## src/rtl/pfb_pkg.sv

```systemverilog
// shared types and constants for the page framebuffer pixel plotter
`default_nettype none
package pfb_pkg;

  localparam int DEF_SCREEN_COLUMNS = 128;
  localparam int DEF_SCREEN_ROWS    = 64;

  localparam logic [7:0] CMD_PAGE_BASE = 8'hB0;
  localparam logic [7:0] CMD_COL_HI    = 8'h10;
  localparam logic [7:0] CMD_COL_LO    = 8'h00;
  localparam logic [7:0] NIB_HI_MASK   = 8'hF0;
  localparam logic [7:0] NIB_LO_MASK   = 8'h0F;
  localparam logic [7:0] PIXEL_BIT     = 8'h01;

  localparam logic [1:0] BYTE_PAGE   = 2'd0;
  localparam logic [1:0] BYTE_COL_HI = 2'd1;
  localparam logic [1:0] BYTE_COL_LO = 2'd2;
  localparam logic [1:0] BYTE_DATA   = 2'd3;

  typedef struct packed {
    logic [6:0] column;
    logic [5:0] top_row;
    logic       foreground_on;
    logic [7:0] column_bits;
  } in_item_t;

  typedef struct packed {
    logic       is_data;
    logic [7:0] byte_value;
    logic       last_of_run;
  } out_item_t;

  typedef struct packed {
    logic latch;
    logic clr_we;
    logic rd_en;
    logic wr_en;
    logic emit;
  } cmd_t;

  typedef struct packed {
    logic clr_last;
    logic pend_any;
    logic out_free;
    logic byte_last;
  } sts_t;

endpackage
`default_nettype wire

```

## src/rtl/pfb_ctrl.sv

```systemverilog
// controller state machine for the page framebuffer pixel plotter
`default_nettype none
module pfb_ctrl (
  input  wire logic          clk,
  input  wire logic          rst_n,
  input  wire logic          in_valid,
  output logic               in_stall,
  input  wire pfb_pkg::sts_t sts,
  output pfb_pkg::cmd_t      cmd
);
  import pfb_pkg::*;

  localparam logic [2:0] S_CLEAR = 3'd0;
  localparam logic [2:0] S_IDLE  = 3'd1;
  localparam logic [2:0] S_PICK  = 3'd2;
  localparam logic [2:0] S_READ  = 3'd3;
  localparam logic [2:0] S_EMIT  = 3'd4;

  logic [2:0] state_r;
  logic [2:0] state_nxt;

  always_ff @(posedge clk) begin
    if (!rst_n) begin
      state_r <= S_CLEAR;
    end else begin
      state_r <= state_nxt;
    end
  end

  assign in_stall = (state_r != S_IDLE);

  always_comb begin
    state_nxt = state_r;
    cmd       = '0;
    case (state_r)
      S_CLEAR: begin
        cmd.clr_we = 1'b1;
        if (sts.clr_last) begin
          state_nxt = S_IDLE;
        end
      end
      S_IDLE: begin
        if (in_valid) begin
          cmd.latch = 1'b1;
          state_nxt = S_PICK;
        end
      end
      S_PICK: begin
        if (sts.pend_any) begin
          cmd.rd_en = 1'b1;
          state_nxt = S_READ;
        end else begin
          state_nxt = S_IDLE;
        end
      end
      S_READ: begin
        cmd.wr_en = 1'b1;
        state_nxt = S_EMIT;
      end
      S_EMIT: begin
        cmd.emit = 1'b1;
        if (sts.out_free && sts.byte_last) begin
          state_nxt = S_PICK;
        end
      end
      default: begin
        state_nxt = S_CLEAR;
      end
    endcase
  end

endmodule
`default_nettype wire

```

## config.mk

```make
export PLATFORM = sky130hd
export DESIGN_NAME = pfb_ctrl
export DESIGN_NICKNAME = d
export VERILOG_FILES = /design/src/rtl/pfb_pkg.sv /design/src/rtl/pfb_ctrl.sv
export SDC_FILE = /design/constraint.sdc
export NUM_CORES = 1
export LEC_CHECK = 0
export BUFFER_PORTS_ARGS = -buffer_cell sky130_fd_sc_hd__buf_2
export CAP_MARGIN = 20
export CORE_AREA = 5 5 42 44
export CTS_CLUSTER_DIAMETER = 150
export DETAILED_ROUTE_END_ITERATION = 10
export DIE_AREA = 0 0 47 49
export SLEW_MARGIN = 0
export SYNTH_ARGS = -nofsm -noshare
export SYNTH_HDL_FRONTEND = slang
export SYNTH_SLANG_ARGS = --single-unit
```

## constraint.sdc

```tcl
create_clock -name clk -period 1.05 [get_ports clk]
set_input_delay 0.315 -clock clk [delete_from_list [all_inputs] [get_ports clk]]
set_output_delay 0.315 -clock clk [all_outputs]
set_load 0.02 [all_outputs]
```

======== Word-level counts from Yosys, hierarchy flattened ========
Index checks and enable logic that the tools add are counted.
storage, ports and cells
  bits in registers ....................... 3
  input port bits ......................... 7
  output and inout bits ................... 6
  logic and storage cells ................. 24
cells by class
  eq/ne operators ......................... 8
  multiplexer cells ....................... 12
  reductions and logical operators ........ 3
operator list
  cell                  count
  $pmux W3 S5           1
  $mux W3               3
  $mux W1               7
  $eq A3 B2 Y1 const B  2
  $ne A2 B2 Y1 const B  3
  $eq A3 B1 Y1 const B  1
  $eq A3 B3 Y1 const B  1
  $logic_not A3 Y1      1
  $ne A3 B1 Y1 const B  1
  $reduce_and A3 Y1     1
  $mux W2               1
  $logic_and A1 B1 Y1   1

======== Logic depth before layout (Yosys ltp) ========
Gate-level depths: netlist of run 1.
  depth after elaboration ................. 3
  depth in mapped cells ................... 3

======== Worst setup path after synthesis of run 1 ========
No wires, ideal clock.
  kind .................................... reg2out
  start ................................... register state_r[0]
  end ..................................... output port cmd[3] in the netlist's numbering
  data arrival time ....................... 962 ps
  data required time ...................... 735 ps
  slack ................................... -227 ps
  cell stages (with the launch flop) ...... 3
  path through ............................ dfxtp_1 buf_2 nor3_1
RTL lines
  element                 line            text
  from (decl)             pfb_ctrl.sv:19  logic [2:0] state_r;
  from (signal assigned)  pfb_ctrl.sv:26  state_r <= state_nxt;
  to (decl)               pfb_ctrl.sv:9   output pfb_pkg::cmd_t cmd

==> metrics, run 1 <==
status=finished, violations left; failing checks=setup timing; Final Non-Filler Cells=between 60 and 70; Worst R2R Start=state_r[1]; reg-to-reg setup timing slack=-0.11 ns; Seq/Total Area, Yosys=0.314; H-tree Lvls=1; largest net degree at the start of global routing=6; Placed Cells=59; worst slew pin tran=0.288 ns; initial core utilization=0.137; worst vdd ir=around 0.00038 V; Synth cell types=18; drt first pass iters=2; Setup CP Type=flip-flop to output port; CP Data Required Time=~0.73 ns; number of max-cap violations=0; Slew HR=0.806; Hold WC Path Type=primary input to flip-flop; Syn Inst Count=23; Post-Route WL=789 um; WL/cell=around 12 um; Max Fclk=roughly 730 MHz; clock sinks=3; Hold Path Cell Cnt=3; area leader, netlist=dfxtp_1; Rows=14; signal arrival time at the worst endpoint=~1.1 ns; Pins Over Slew Limit=0; CP endpoint kind=output port; Tcrit/Tclk final=1.30; final core occ=0.379; synthesized flop and latch total=3; RD Place Congestion=roughly 0.63; CTS tree=done; layout cells sized above 1=0.857; Pwr Density=~1100 nW/um^2; max FFs per register=3; CTS Buf Count=3; fin crit period=about 1.4 ns; number of flops mapped to enable cells by yosys=0; vias per cell=roughly 4.2; Reg clk slew, reported paths=0.03 ns; IO Pins=13; fillers=150; power consumption=around 0.56 mW; initial drt markers=3; final HPWL from detailed placement=573 um; CTS max path bufs=2; Ys Warns=0; core footprint=around 1400 um^2; startpoint types=flip-flop; Crit Path Max Fanout=5; first-pass GRT wire length=~1.2 mm; input/output buffers=12; hold endpoint=state_r[1]; ANT cells=0; clk_skew=approximately 0.00051 ns; vias in the first global route=between 200 and 300; fraction of registers with async set/reset=0; Post-layout nets=57; Final ANT Viol Nets=0; reg2reg end=state_r[1]; largest cells by area after synthesis=dfxtp_1 (31%), nor3b_2 (6.5%), a21boi_2 (5.9%), nor3_1 (5.2%), nor4bb_1 (5.2%); Yosys top cell area share=0.314; unrepaired setup endpoints after global routing=yes; largest registers=state_r x3; Synth Net Count=30; Hold Fails Final Rpt=0; DRC viols=0; Die H=roughly 49 um; Leak Pwr=between 0.2 and 0.25 nW; hold path start=rst_n; CTS Hold Bufs=0; grt ovf=0; post-route setup slack=-0.313 ns; Root Driver=clkbuf_4; Mapped Area=about 190 um^2; area delta synth->final=177%; R2R cell count=6; Total GRT Usage=0.0781; via count=roughly 270; largest reg by FF count=state_r; Post-Synthesis Mean Instance Area=about 8.3 um^2; Post-synth top flop=dfxtp_1; Clock Latency Late Sink=~0.23 ns; initial antenna violation count=0; die width=47 um; Final setup viols=8; Place WS=-0.132 ns; full die area=between 2000 and 2500 um^2
## what timing repair did
action	4_1_cts	5_1_grt
pin swaps	5	6
endpoints found under the setup margin	8	9
hold endpoints to repair	0	0
setup buffers	1	1
resized for setup	20	9
## layout make-up
class,instances,area (um^2),share of cell area
Clock buffer,4,26.3,0.0495
Tap cell,16,20.0,0.0377
Multi-Input combinational cell,18,210,0.396
Timing Repair Buffer,23,199,0.375
Inverter,1,3.75,0.00708
Sequential cell,3,71.3,0.134
## cells in the final DEF (no fill, tap or decap)
| cell type | instances |
|---|---|
| nor2b_4 | 1 |
| dfxtp_4 | 3 |
| nor4bb_4 | 1 |
| nor3b_4 | 1 |
| a21boi_0 | 1 |
| buf_6 | 11 |
| a21boi_2 | 1 |
| nand2_2 | 1 |
| and3_4 | 1 |
| o41ai_2 | 1 |
| buf_2 | 6 |
| inv_1 | 1 |
| clkbuf_4 | 3 |
| nor3_4 | 2 |
| o21a_1 | 1 |
| nand2_1 | 1 |
| o21ai_2 | 1 |
| clkbuf_1 | 1 |
| a211oi_1 | 1 |
| a41oi_1 | 1 |
| and2_4 | 1 |
| nor2_4 | 2 |
| buf_4 | 6 |
## per-stage QoR
stage | TNS (ns) | area (um^2) | hold slack [ns]
after floorplan | -0.0368 | 246 | 0.432
after CTS | -1.94 | 490 | 0.326
final | -1.88 | 531 | 0.346
after global placement | -0.634 | 383 | 0.564
after global routing | -2.32 | 531 | 0.347
after detailed placement | -0.617 | 383 | 0.564
## layer usage
| layer | part of all wire | track usage |
|---|---|---|
| met5 | 0 | 0 |
| met4 | 0.041 | 0.0691 |
| met3 | 0.061 | 0.0406 |
| met2 | 0.62 | 0.131 |
| met1 | 0.28 | 0.0591 |
## cells in the mapped netlist (all sizes together), types with 2 or more instances
library cell / count
nor3: 2
nor2: 2
a21boi: 2
nand2: 2
dfxtp: 3
## kinds of logic after synthesis
family | after synthesis | synth area share
flops | 3 | 0.314
buf+inv | 2 | 0.0457
compound gates | 7 | 0.294
simple gates | 11 | 0.346
## how the worst max path moves through the flow
stage	from	endpoint	slack [ns]	depth (start not counted)
4_1_cts	state_r[1]	cmd[0]	-0.33	3
3_3_place_gp	state_r[0]	cmd[0]	-0.14	3
3_5_place_dp	state_r[0]	cmd[0]	-0.13	3
2_1_floorplan	state_r[1]	cmd[2]	-0.03	3
6_report	state_r[0]	cmd[0]	-0.31	3
5_1_grt	state_r[0]	cmd[0]	-0.36	3
## power by group
group          total (mW)  switching [mW]  internal, mW
registers           0.136          0.0145         0.121
clock network       0.199          0.0573         0.142
logic               0.228          0.0970         0.131
total               0.563           0.169         0.394
## worst max-delay path: stages (launching register included)
cell     delay [ns]
dfxtp_4        0.35
buf_6          0.12
nor3b_4        0.20
buf_6          0.14
Power figures use the tool's default switching activity.
==> run 2: changes to the inputs <==
--- a/config.mk
+++ b/config.mk
@@ -12,4 +12,5 @@
 export DETAILED_ROUTE_END_ITERATION = 10
 export DIE_AREA = 0 0 47 49
+export RECOVER_POWER = 25
 export SLEW_MARGIN = 0
 export SYNTH_ARGS = -nofsm -noshare
==> constraint.sdc (replaced) <==
create_clock -name clk -period 1.05 [get_ports clk]
set_input_delay 0.2625 -clock clk [delete_from_list [all_inputs] [get_ports clk]]
set_output_delay 0.2625 -clock clk [all_outputs]
set_load 0.02 [all_outputs]
==> metrics, run 2 (synthesized netlist as in run 1, its figures left out) <==
DRC viols=0; Clock Latency Late Sink=between 0.2 and 0.25 ns; largest registers=state_r x3; Pins Over Slew Limit=0; unrepaired setup endpoints after global routing=yes; grt ovf=0; TNS Setup=-1.19 ns; core footprint=around 1400 um^2; Tcrit/Tclk final=1.22; Final Instance Area=439 um^2; Total GRT Usage=0.0640; status=finished, violations left; final core occ=0.313; Die H=49 um; Hold WC Path Type=primary input to flip-flop; Root Driver=clkbuf_4; initial drt markers=0; Final ANT Viol Nets=0; crit-path cells=buf_6, nor3b_4, buf_6; Hold Fails Final Rpt=0; worst slew pin tran=0.277 ns; initial core utilization=0.137; layout cells sized above 1=0.795; clock sinks=3; startpoint types=flip-flop; worst vdd ir=between 0.0008 and 0.0009 V; CP Data Required Time=0.79 ns; max FFs per register=3; H-tree Lvls=1; die width=~47 um; Placed Cells=55; CTS tree=done; critical path's slowest cell=dfxtp_2; dpl cell area=roughly 320 um^2; Top delay family on crit path=flip-flops; number of max-cap violations=0; most common cell after layout, fill and taps aside=buf_2; vias per cell=a little over 4; area delta synth->final=129%; fin crit period=about 1.3 ns; signal arrival time at the worst endpoint=about 1 ns; crit-path most repeated cell=buf_6; final HPWL from detailed placement=between 400 and 500 um; via count=about 250; Rows=14; Final setup viols=6; input/output buffers=12; Crit path buffers/inverters=2; vias in the first global route=275; ANT cells=0; Max Fclk=779 MHz; first-pass GRT wire length=around 1.1 mm; IO Pins=13; CTS Hold Bufs=0; Crit Path Max Fanout=4; Place WS=-0.0974 ns; CTS max path bufs=2; Post-layout nets=52; CTS Buf Count=3; Critical Path Max Stage Delay=~0.33 ns; Post-Route WL=approximately 670 um; failing checks=setup timing; Final Non-Filler Cells=60; post-route setup slack=-0.233 ns; RD Place Congestion=0.661; clk_skew=around 0.0046 ns; most frequent cells in the layout=buf_2 (7), buf_4 (6), buf_6 (5), clkbuf_4 (3), dfxtp_4 (2); Reg clk slew, reported paths=about 0.04 ns; Leak Pwr=0.184 nW; largest reg by FF count=state_r; drt first pass iters=1; Pwr Density=1130 nW/um^2; Slew HR=0.815; initial antenna violation count=0; WL/cell=about 11 um; CP endpoint kind=output port; Setup CP Type=flip-flop to output port; full die area=approximately 2300 um^2; largest net degree at the start of global routing=10
run 2: cell count changes in the layout (fill, tap and decap cells not counted), sizes merged:
cell | previous run | this run
buf | 23 | 18
run 2: power by group:
group | switching (mW) | total, mW | internal (mW)
clock network | 0.0547 | 0.197 | 0.142
registers | 0.0192 | 0.142 | 0.122
logic | 0.0749 | 0.156 | 0.0812
total | 0.149 | 0.494 | 0.346
run 2: cell type report:
cell class                      count  area (um^2)
Fill cell                         156          962
Multi-Input combinational cell     18          184
Timing Repair Buffer               18          136
Sequential cell                     3         68.8
Clock buffer                        4         26.3
Tap cell                           16         20.0
Inverter                            1         3.75
run 2: through the flow:
step	power, mW	hold slack [ns]
2_1_floorplan	0.206	0.380
5_1_grt	0.530	0.297
6_report	0.494	0.297
3_5_place_dp	0.257	0.498
4_1_cts	0.484	0.262
3_3_place_gp	0.255	0.505
run 2: timing repair:
item | CTS | global route
endpoints found under the setup margin | 7 | 9
resized for setup | 18 | 6
pin swaps | 2 | 4
setup buffers | 1 | 0
hold endpoints to repair | 0 | 0
run 2: final timing paths:
check             startpoint    endpoint  slack, ns  cells past startpoint
setup / recovery  state_r[1]      cmd[0]      -0.23                      3
hold / removal         rst_n  state_r[1]       0.30                      3
setup reg to reg  state_r[1]  state_r[1]          0                      4
hold reg to reg   state_r[2]  state_r[0]       0.60                      2
run 2: routing by layer:
metal / global-route usage / vias up / wire length, um
met5: 0 / - / 0
met4: 0.0276 / 0 / 0
met3: 0.0369 / 0 / 44
met2: 0.0928 / 7 / 374
met1: 0.0746 / 112 / 254
li1: - / 126 / -
run 2: worst min-delay path, delay by kind of cell:
kind,cells,cell delay (ns)
buffers and inverters,1,0.12
AOI/OAI and AO/OA,2,0.10
==> run 3: changes to the inputs <==
ABC_AREA = 1   (was default)
==> metrics, run 3 <==
initial drt markers=1; Rows=14; largest registers=state_r x3; max FFs per register=3; Pwr Density=~1900 nW/um^2; layout cells sized above 1=0.786; vias in the first global route=280; fraction of registers with async set/reset=0; count leader, synth=inv_1; CP Data Required Time=between 0.7 and 0.8 ns; Clock Latency Late Sink=roughly 0.23 ns; synthesized flop and latch total=3; worst vdd ir=between 0.0004 and 0.0005 V; reg-to-reg setup timing slack=0.04 ns; Total GRT Usage=0.0620; Post-Synthesis Mean Instance Area=around 7 um^2; initial antenna violation count=0; CTS Buf Count=3; Leak Pwr=between 0.2 and 0.25 nW; CP endpoint kind=output port; die width=around 47 um; DRC viols=0; Pint=about 0.52 mW; most common cell after layout, fill and taps aside=buf_4; most frequent cells in the layout=buf_4 (11), buf_2 (7), nor2_2 (5), nand3_2 (5), inv_1 (4); Max Fclk=791 MHz; critical path's slowest cell=dfxtp_4; full die area=about 2300 um^2; Hold Path Cell Cnt=2; Crit Path Max Fanout=4; Synth cell types=13; CTS max path bufs=2; worst slew pin tran=0.129 ns; clock sinks=3; Top delay family on crit path=flip-flops; Crit path buffers/inverters=2; Yosys top cell area share=0.262; vias per cell=between 4 and 5; Root Driver=clkbuf_4; fin crit period=1.26 ns; Final ANT Viol Nets=0; Critical Path Max Stage Delay=between 0.3 and 0.4 ns; largest cells by area after synthesis=dfxtp_1 (26%), nand3_2 (22%), inv_1 (9.8%), nor2_2 (8.2%), nand3_1 (6.6%); signal arrival time at the worst endpoint=1.00 ns; Hold Fails Final Rpt=0; hold path start=rst_n; fillers=~160; H-tree Lvls=1; Switching Fraction=0.395; hold endpoint=state_r[2]; R2R cell count=6; power consumption=approximately 0.86 mW; Tcrit/Tclk final=1.20; synth cell count leaders=inv_1 (6), nand3_2 (5), nor2_1 (4); Pins Over Slew Limit=0; Worst R2R Start=state_r[1]; CTS tree=done; Ys Warns=0; grt ovf=0; RD Place Congestion=about 0.76; startpoint types=flip-flop; Seq/Total Area, Yosys=0.262; Slew HR=0.914; ANT cells=0; initial core utilization=0.163; Sequential Power Share=0.225; final HPWL from detailed placement=about 520 um; power share of the clock group=0.234; first-pass GRT wire length=966 um; crit-path cells=inv_2, nor2_4, nand2_2, nor2_4, buf_6; failing checks=setup timing; reg2reg end=state_r[0]; post-route setup slack=-0.214 ns; Logic pwr share=0.541; Mapped Area=229 um^2; via count=293; Post-synth top flop=dfxtp_1; Synth Net Count=39; number of flops mapped to enable cells by yosys=0; input/output buffers=12; Post-layout nets=64; number of max-cap violations=0; crit-path most repeated cell=nor2_4; Final setup viols=6; Die H=49 um; largest reg by FF count=state_r; Reg clk slew, reported paths=0.03 ns; area delta synth->final=99.5%; Syn Inst Count=32; clk_skew=between 0.0007 and 0.0008 ns; drt first pass iters=2; final core occ=0.326; status=finished, violations left; area leader, netlist=dfxtp_1; unrepaired setup endpoints after global routing=yes; CTS Hold Bufs=0; Setup CP Type=flip-flop to output port; WL/cell=approximately 9 um; core footprint=~1400 um^2; Post-Route WL=around 630 um; Hold WC Path Type=primary input to flip-flop; Net Sw Power=around 0.34 mW; largest net degree at the start of global routing=6; IO Pins=13
run 3: changes by cell type in the layout (fill, tap and decap cells not counted), moves of 2 or more:
cell and delta:
buf_4 +5, buf_6 -3, inv_1 +3, inv_2 +3, nand3_1 +2, nand3_2 +5, nor2_2 +4
run 3: final cells by class:
| type | count | area, um^2 | share of cell area |
|---|---|---|---|
| Clock buffer | 4 | 26.3 | 0.0575 |
| Inverter | 7 | 26.3 | 0.0575 |
| Multi-Input combinational cell | 22 | 173 | 0.378 |
| Sequential cell | 3 | 71.3 | 0.156 |
| Timing Repair Buffer | 20 | 140 | 0.307 |
| Tap cell | 16 | 20.0 | 0.0438 |
run 3: worst reg2reg max path, stage by stage (launching register included):
cell and delay (ns):
dfxtp_4 0.38, nor2_2 0.06, buf_4 0.14, nand3_2 0.08, nand3_2 0.09, nor2_1 0.12, nor2_2 0.04
run 3: how the worst max path moves through the flow:
stage / cells after the start / slack [ns] / endpoint / start
floorplan: 1 / -0.07 / cmd[3] / state_r[1]
global placement: 5 / -0.06 / cmd[4] / state_r[0]
detailed placement: 5 / -0.07 / cmd[4] / state_r[0]
CTS: 5 / -0.23 / cmd[4] / state_r[0]
global route: 5 / -0.27 / cmd[4] / state_r[0]
finish: 5 / -0.21 / cmd[4] / state_r[0]
run 3: repair_timing:
action,CTS,global route
endpoints found under the setup margin,7,8
setup buffers,1,0
pin swaps,2,1
resized for setup,17,3
run 3: through the flow:
stage	area [um^2]	setup slack, ns	hold slack [ns]	cells	setup TNS (ns)
after global placement	369	-0.0574	0.531	67	-0.201
after global routing	457	-0.266	0.324	72	-1.48
after detailed placement	369	-0.0747	0.562	67	-0.211
after CTS	444	-0.231	0.306	72	-1.24
final	457	-0.214	0.312	72	-1.13
after floorplan	236	-0.0711	0.416	32	-0.132
run 3: layer usage:
| metal | up-vias | GRT usage | wire, um |
|---|---|---|---|
| li1 | 152 | - | - |
| met1 | 130 | 0.0484 | 223 |
| met2 | 9 | 0.102 | 341 |
| met3 | 2 | 0.0221 | 61 |
| met4 | 0 | 0.0691 | 4 |
| met5 | - | 0 | 0 |
run 3: power groups by stage:
stage                     Clock, mW  Combinational (mW)  Sequential (mW)
final                         0.200               0.462            0.193
after global routing          0.223               0.502            0.199
after CTS                     0.213               0.453            0.193
after detailed placement          0               0.388            0.176
after global placement            0               0.381            0.177
after floorplan                   0               0.245            0.172
run 3: cells by family (layout without fill, tap and decap cells):
kind of cell           Yosys count  count (layout)  synth area share
AO/OA/AOI/OAI                    1               1            0.0328
buffers and inverters            7              31             0.115
flip-flops                       3               3             0.262
AND/OR/NAND/NOR                 21              21             0.590
